<file path="src/rtl/ffd_pkg.sv">
// fractional feedback delay: shared types, register indexes and default sizes
// used by every module of the block but the store; no dependencies

package ffd_pkg;

  // default sizes, handed to the top level parameters
  localparam int DEPTH_DEFAULT         = 4096;
  localparam int SAMPLE_BITS_DEFAULT   = 16;
  localparam int FRACTION_BITS_DEFAULT = 8;

  // configuration port
  localparam int CFG_INDEX_BITS = 2;
  localparam int CFG_DATA_BITS  = 21;
  localparam int DELAY_BITS     = 21;
  localparam int GAIN_BITS      = 17;

  localparam logic [CFG_INDEX_BITS-1:0] REG_DELAY_LENGTH  = 2'd0;
  localparam logic [CFG_INDEX_BITS-1:0] REG_FEEDBACK_GAIN = 2'd1;

  // register reset values and limits
  localparam logic [DELAY_BITS-1:0] DELAY_RESET = 21'd256;
  localparam logic [DELAY_BITS-1:0] DELAY_MIN   = 21'd1;
  localparam logic [GAIN_BITS-1:0]  GAIN_ONE    = 17'h10000;
  localparam int                    GAIN_SHIFT  = 16;

  // operand select of the shared multiplier
  typedef enum logic [1:0] {
    MUL_NEAR,
    MUL_FAR,
    MUL_GAIN
  } mul_src_t;

  // per-step datapath controls issued by the sequencer
  typedef struct packed {
    logic     take;       // input word accepted this cycle
    logic     mem_rd;     // read the delay store
    logic     rd_far;     // read the far neighbour instead of the near one
    mul_src_t mul_src;
    logic     prod_load;  // register the multiplier result
    logic     acc_load;   // product register plus multiplier into accumulator
    logic     commit;     // write back, advance write position, present output
  } ffd_ctrl_t;

endpackage

</file>
<file path="src/rtl/ffd_sequencer.sv">
// fractional feedback delay: microcode sequencer, step counter and control rom
// depends on ffd_pkg for the control word handed to the datapath

module ffd_sequencer import ffd_pkg::*; (
  input  logic      clk,
  input  logic      rst,
  input  logic      in_valid,
  output logic      in_stall,
  input  logic      out_busy,
  output ffd_ctrl_t ctrl
);

  typedef enum logic [2:0] {
    ST_IDLE,
    ST_RD_NEAR,
    ST_RD_FAR,
    ST_BLEND,
    ST_FEEDBACK,
    ST_COMMIT
  } step_t;

  // condition under which a step moves on
  typedef enum logic [1:0] {
    COND_ALWAYS,
    COND_INPUT,
    COND_OUT_FREE
  } cond_t;

  typedef struct packed {
    cond_t    cond;
    step_t    next;
    logic     mem_rd;
    logic     rd_far;
    mul_src_t mul_src;
    logic     prod_load;
    logic     acc_load;
    logic     commit;
  } uword_t;

  // control program
  function automatic uword_t ucode(input step_t s);
    uword_t w;
    w = '{cond: COND_ALWAYS, next: ST_IDLE, mem_rd: 1'b0, rd_far: 1'b0,
          mul_src: MUL_NEAR, prod_load: 1'b0, acc_load: 1'b0, commit: 1'b0};
    unique case (s)
      ST_IDLE: begin
        w.cond = COND_INPUT;
        w.next = ST_RD_NEAR;
      end
      ST_RD_NEAR: begin
        w.mem_rd = 1'b1;
        w.next   = ST_RD_FAR;
      end
      ST_RD_FAR: begin
        w.mem_rd    = 1'b1;
        w.rd_far    = 1'b1;
        w.mul_src   = MUL_NEAR;
        w.prod_load = 1'b1;
        w.next      = ST_BLEND;
      end
      ST_BLEND: begin
        w.mul_src  = MUL_FAR;
        w.acc_load = 1'b1;
        w.next     = ST_FEEDBACK;
      end
      ST_FEEDBACK: begin
        w.mul_src   = MUL_GAIN;
        w.prod_load = 1'b1;
        w.next      = ST_COMMIT;
      end
      ST_COMMIT: begin
        w.cond   = COND_OUT_FREE;
        w.commit = 1'b1;
        w.next   = ST_IDLE;
      end
      default: begin
        w.next = ST_IDLE;
      end
    endcase
    return w;
  endfunction

  step_t  step;
  step_t  step_next;
  uword_t word;
  logic   cond_ok;

  // decode current step and its jump condition
  always_comb begin
    word = ucode(step);
    unique case (word.cond)
      COND_ALWAYS:   cond_ok = 1'b1;
      COND_INPUT:    cond_ok = in_valid;
      COND_OUT_FREE: cond_ok = !out_busy;
      default:       cond_ok = 1'b1;
    endcase
    step_next = cond_ok ? word.next : step;
  end

  assign in_stall = (word.cond != COND_INPUT);

  assign ctrl = '{take:      (word.cond == COND_INPUT) && in_valid,
                  mem_rd:    word.mem_rd,
                  rd_far:    word.rd_far,
                  mul_src:   word.mul_src,
                  prod_load: word.prod_load,
                  acc_load:  word.acc_load,
                  commit:    word.commit && cond_ok};

  // step counter
  always_ff @(posedge clk) begin
    if (rst) begin
      step <= ST_IDLE;
    end else begin
      step <= step_next;
    end
  end

endmodule

</file>
<file path="config.mk">
export PLATFORM = sky130hd
export DESIGN_NAME = ffd_sequencer
export DESIGN_NICKNAME = d
export VERILOG_FILES = /design/src/rtl/ffd_pkg.sv /design/src/rtl/ffd_sequencer.sv
export SDC_FILE = /design/constraint.sdc
export NUM_CORES = 1
export LEC_CHECK = 0
export ABC_AREA = 1
export ABC_CLOCK_PERIOD_IN_PS = 1200
export BUFFER_PORTS_ARGS = -buffer_cell sky130_fd_sc_hd__clkbuf_2
export CAP_MARGIN = 20
export CORE_AREA = 10 10 47 49
export DETAILED_ROUTE_END_ITERATION = 8
export DIE_AREA = 0 0 57 59
export GPL_ROUTABILITY_DRIVEN = 0
export PLACE_DENSITY = 0.4
export SYNTH_ARGS = -nofsm -noshare
export SYNTH_HDL_FRONTEND = slang
export SYNTH_SLANG_ARGS = --single-unit
</file>
<file path="constraint.sdc">
create_clock -name clk -period 1.2 [get_ports clk]
set_clock_uncertainty 0.1 [all_clocks]
set_input_delay 0.06 -clock clk [delete_from_list [all_inputs] [get_ports clk]]
set_output_delay 0.06 -clock clk [all_outputs]
set_load 0.01 [all_outputs]
</file>
== After elaboration in Yosys (flattened, before gate mapping) ==
Index checks and enable logic that the tools add are counted.

* Output and inout bits: 9
* Bits of input ports: 4
* Logic and storage cells: 24
* Register bits after elaboration: 3

* Reductions and logical operators: 6
* Equal/unequal tests: 8
* Mux-type cells: 9

{| class="wikitable"
|+ Operators by type and width
! operator !! number
|-
| case mux 3 bit (5 select lines) || 1
|-
| case mux 2 bit (2 select lines) || 2
|-
| equality test 3 x 2 -> 1 bit (second input constant) || 2
|-
| equality test 3 bit (second input constant) || 2
|-
| 2-to-1 mux 1 bit || 5
|-
| OR reduction 2 bit || 2
|-
| equality test 3 x 1 -> 1 bit (second input constant) || 1
|-
| zero test 3 bit || 1
|-
| equality test 2 x 1 -> 1 bit (second input constant) || 1
|-
| equality test 2 bit (second input constant) || 1
|-
| logical AND 1 bit || 2
|-
| inequality test 2 x 1 -> 1 bit (second input constant) || 1
|-
| case mux 1 bit (2 select lines) || 1
|-
| zero test 1 bit || 1
|}

== Longest topological paths before layout ==
* Depth after elaboration: 5
* Depth in mapped cells: 6

== Least setup slack after synthesis ==
Ideal clock, no wire load.

* Path kind: register to output
* Start: register step[0]
* End: output ctrl[0] (netlist bit)
* Stages on the path, launching flop included: 3
* Buffers on the path: 0
* Data required time: 1.040 ns
* Arrival: 0.961 ns
* Setup slack: 0.079 ns
* Cells stage by stage: dfxtp_1 > inv_1 > nor4_1

{| class="wikitable"
|+ RTL lines
! what !! line !! RTL
|-
| start, declared || ffd_sequencer.sv:83 || <nowiki>step_t step;</nowiki>
|-
| start signal, assigned || ffd_sequencer.sv:115 || <nowiki>step <= step_next;</nowiki>
|-
| end, declared || ffd_sequencer.sv:10 || <nowiki>output ffd_ctrl_t ctrl</nowiki>
|}

==> impl_metrics.csv <==
group,metric,value,unit
hold_path,min_path_type,"input pin to register",
synth,syn_area,239,um2
grt,grt_pass1_wl,1.28,mm
drt,antenna_left,0,
hold_path,hp-start,"out_busy",
placed_design,postPlaceCellArea,312,um2
power_and_ir_drop,internal-power,0.624,mW
finish,diodes,0,
setup_path,start_kind,"register",
sta,fin_crit_sh,106,%
hold_path,whs_endpoint,"step[2]",
floorplanning,die_x,57,um
clocking,tritoncts,"yes",
synth,syn-mean-instance-area,6.64,um2
clocking,h-tree-depth,1,
run,maxCapViolations,0,
power_and_ir_drop,powerDensity,2650,nW/um2
finish,final_nets,58,
finish,final_util,30.4,%
sta,fin_ws,-67.4,ps
grt,met1_usage,5.11,%
floorplanning,rows,14,
power_and_ir_drop,p_leak,0.215,nW
clocking,clockBufferDepth,2,
grt,grtUsageTotal,4.97,%
finish,top_regs,"step (3)",
setup_path,timing.rr.start,"step[0]",
outcome,violations,"setup timing",
synth,ys_types,15,
drt,drc,0,
sta,final-setup-viol-count,6,
finish,area_delta_synth_final,78.5,%
sta,maxSlewHeadroom,86.2,%
grt,antenna_found_initial,0,
grt,grt_pass1_vias,306,
setup_path,endpoint_kind,"output pin",
clocking,clk_pin_slew,40,ps
hold_path,worstHoldPathCells,3,
power_and_ir_drop,pwr-share-comb,62.8,%
finish,design_area,427,um2
floorplanning,die_h,59,um
power_and_ir_drop,swShare,44.9,%
drt,vias,288,
grt,top_usage_layer,"met2",
power_and_ir_drop,ir_drop,0.00101,V
sta,period_needed,1270,ps
clocking,numCtsBuffers,3,
synth,synth_nets,40,
placed_design,preCtsSetupSlack,27.6,ps
drt,post_drt_wl_per_cell,10.5,um
grt,grt_start_max_net_pins,7,
synth,synth_cells,36,
placed_design,placed_cells_incl_taps,63,
grt,use_met2,6.67,%
power_and_ir_drop,clock_power_share,16.1,%
synth,synth-seq-cells,3,
clocking,clock_latency,240,ps
setup_path,cp.arrival,1110,ps
setup_path,crit_type,"register to output pin",
floorplanning,start_util,17.1,%
setup_path,rrSetupSlack,120,ps
drt,dr.pass1.iters,3,
drt,drtIter0Drc,2,
synth,yosysWarningCount,0,
setup_path,crit_fanout,5,
synth,synth_top_area_share,25.1,%
sta,fmax,789,MHz
grt,met3_usage,2.36,%
drt,viasPerCell,4.17,
setup_path,reg2reg_depth,5,
clocking,clkSinkCount,3,
outcome,status,"finished, violations left",
placed_design,dp_hpwl,584,um
finish,largest_reg_flops,3,
sta,hold_violations,0,
placed_design,numPortBuffers,12,
power_and_ir_drop,switchingPower,0.508,mW
sta,rsz0062_at_grt,"true",
clocking,cts_root_buf,"clkbuf_4",
sta,finalSetupTns,-253,ps
floorplanning,dieArea,3360,um2
drt,routed_wl,722,um
synth,seq_area_frac_synth,25.1,%
grt,overflow,0,
power_and_ir_drop,total_power,1.13,mW
floorplanning,io_pins,13,
finish,final_cells,69,
synth,synth_top_area_cell,"dfxtp_1",
finish,regMostFlops,"step",
synth,synth_area_leaders,"dfxtp_1 25%, buf_4 19%, nor3_1 10%",
sta,holdWs,41.0,ps
setup_path,startpoint,"step[2]",
floorplanning,core,1400,um2
setup_path,cp_data_required_time,1040,ps
finish,drive_gt1_share,64.2,%
sta,slew_violations,0,
power_and_ir_drop,seqPwrFrac,21.1,%
sta,worst_slew_pin_slew,206,ps
setup_path,r2r_end,"step[0]",
==> synthesized netlist by cell type <==
| master | n |
|---|---|
| nand4_1 | 1 |
| nand2_1 | 2 |
| nand2_2 | 1 |
| nor2_4 | 1 |
| buf_4 | 6 |
| a21oi_1 | 4 |
| nor2_1 | 2 |
| or2_1 | 1 |
| nor4_1 | 1 |
| nor3_1 | 5 |
| inv_1 | 5 |
| dfxtp_1 | 3 |
| o21ai_0 | 1 |
| inv_2 | 1 |
| nand3_1 | 2 |
==> cells by family after synthesis <==
group | Yosys count | share of synthesized area (%)
AND/OR/NAND/NOR | 16 | 36.1
buffers and inverters | 12 | 28.3
flip-flops | 3 | 25.1
AO/OA/AOI/OAI | 5 | 10.5
==> metal layers <==
| layer | vias up | share of wire (%) | wire, um |
|---|---|---|---|
| li1 | 150 | - | - |
| met1 | 123 | 43 | 312 |
| met2 | 11 | 43 | 308 |
| met3 | 4 | 9.8 | 71 |
| met4 | 0 | 4.2 | 30 |
| met5 | - | 0 | 0 |
==> how the worst max path moves through the flow <==
stage | endpoint | slack, ps | cells past startpoint
4_1_cts | ctrl[6] | -70 | 5
3_3_place_gp | step[0] | 50 | 5
2_1_floorplan | ctrl[0] | 80 | 2
6_report | ctrl[2] | -70 | 4
3_5_place_dp | step[0] | 30 | 5
5_1_grt | ctrl[2] | -120 | 4
==> final cells by class <==
class | count | area, um2
flip-flops and latches | 3 | 68.8
inverters | 6 | 30.0
multi-input cells | 21 | 155
clock buffers | 4 | 26.3
fillers | 175 | 975
well taps | 16 | 20.0
repair buffers | 19 | 126
==> what timing repair did <==
| action | CTS | global route |
|---|---|---|
| buffers inserted | 1 | 0 |
| endpoints found under the setup margin | 8 | 8 |
| hold buffers | 1 | 0 |
| gates resized for setup | 18 | 10 |
| pin swaps | 5 | 1 |
| endpoints found under the hold margin | 3 | 0 |
==> power groups by stage <==
stage / clock [mW] / sequential, mW / combinational, mW
2_1_floorplan: 0 / 0.205 / 0.404
3_3_place_gp: 0 / 0.194 / 0.594
3_5_place_dp: 0 / 0.196 / 0.593
4_1_cts: 0.190 / 0.238 / 0.705
5_1_grt: 0.194 / 0.248 / 0.810
6_report: 0.182 / 0.239 / 0.711
==> cell usage in the layout, fill, tap and decap left out <==
| cell type | count |
|---|---|
| clkbuf_4 | 3 |
| nand3_2 | 1 |
| buf_2 | 8 |
| inv_4 | 1 |
| inv_6 | 1 |
| nor3_2 | 2 |
| dlygate4sd3_1 | 1 |
| nor4_2 | 1 |
| or2_1 | 1 |
| nand3_1 | 1 |
| nor3_1 | 1 |
| nand2_1 | 2 |
| clkbuf_2 | 4 |
| o21ai_0 | 1 |
| nand2_2 | 1 |
| buf_4 | 3 |
| a21oi_1 | 4 |
| clkbuf_1 | 1 |
| inv_1 | 4 |
| buf_6 | 3 |
| nor2_1 | 2 |
| nor2_4 | 1 |
| dfxtp_4 | 2 |
| dfxtp_2 | 1 |
| nand4_1 | 1 |
| nor3_4 | 2 |
==> worst max-delay path: stages, from the launching register on <==
cell and delay [ps]:
dfxtp_4 380, buf_6 120, nor3_4 30, or2_1 190, buf_2 140
Note: power is estimated with default switching activity, not from simulation.
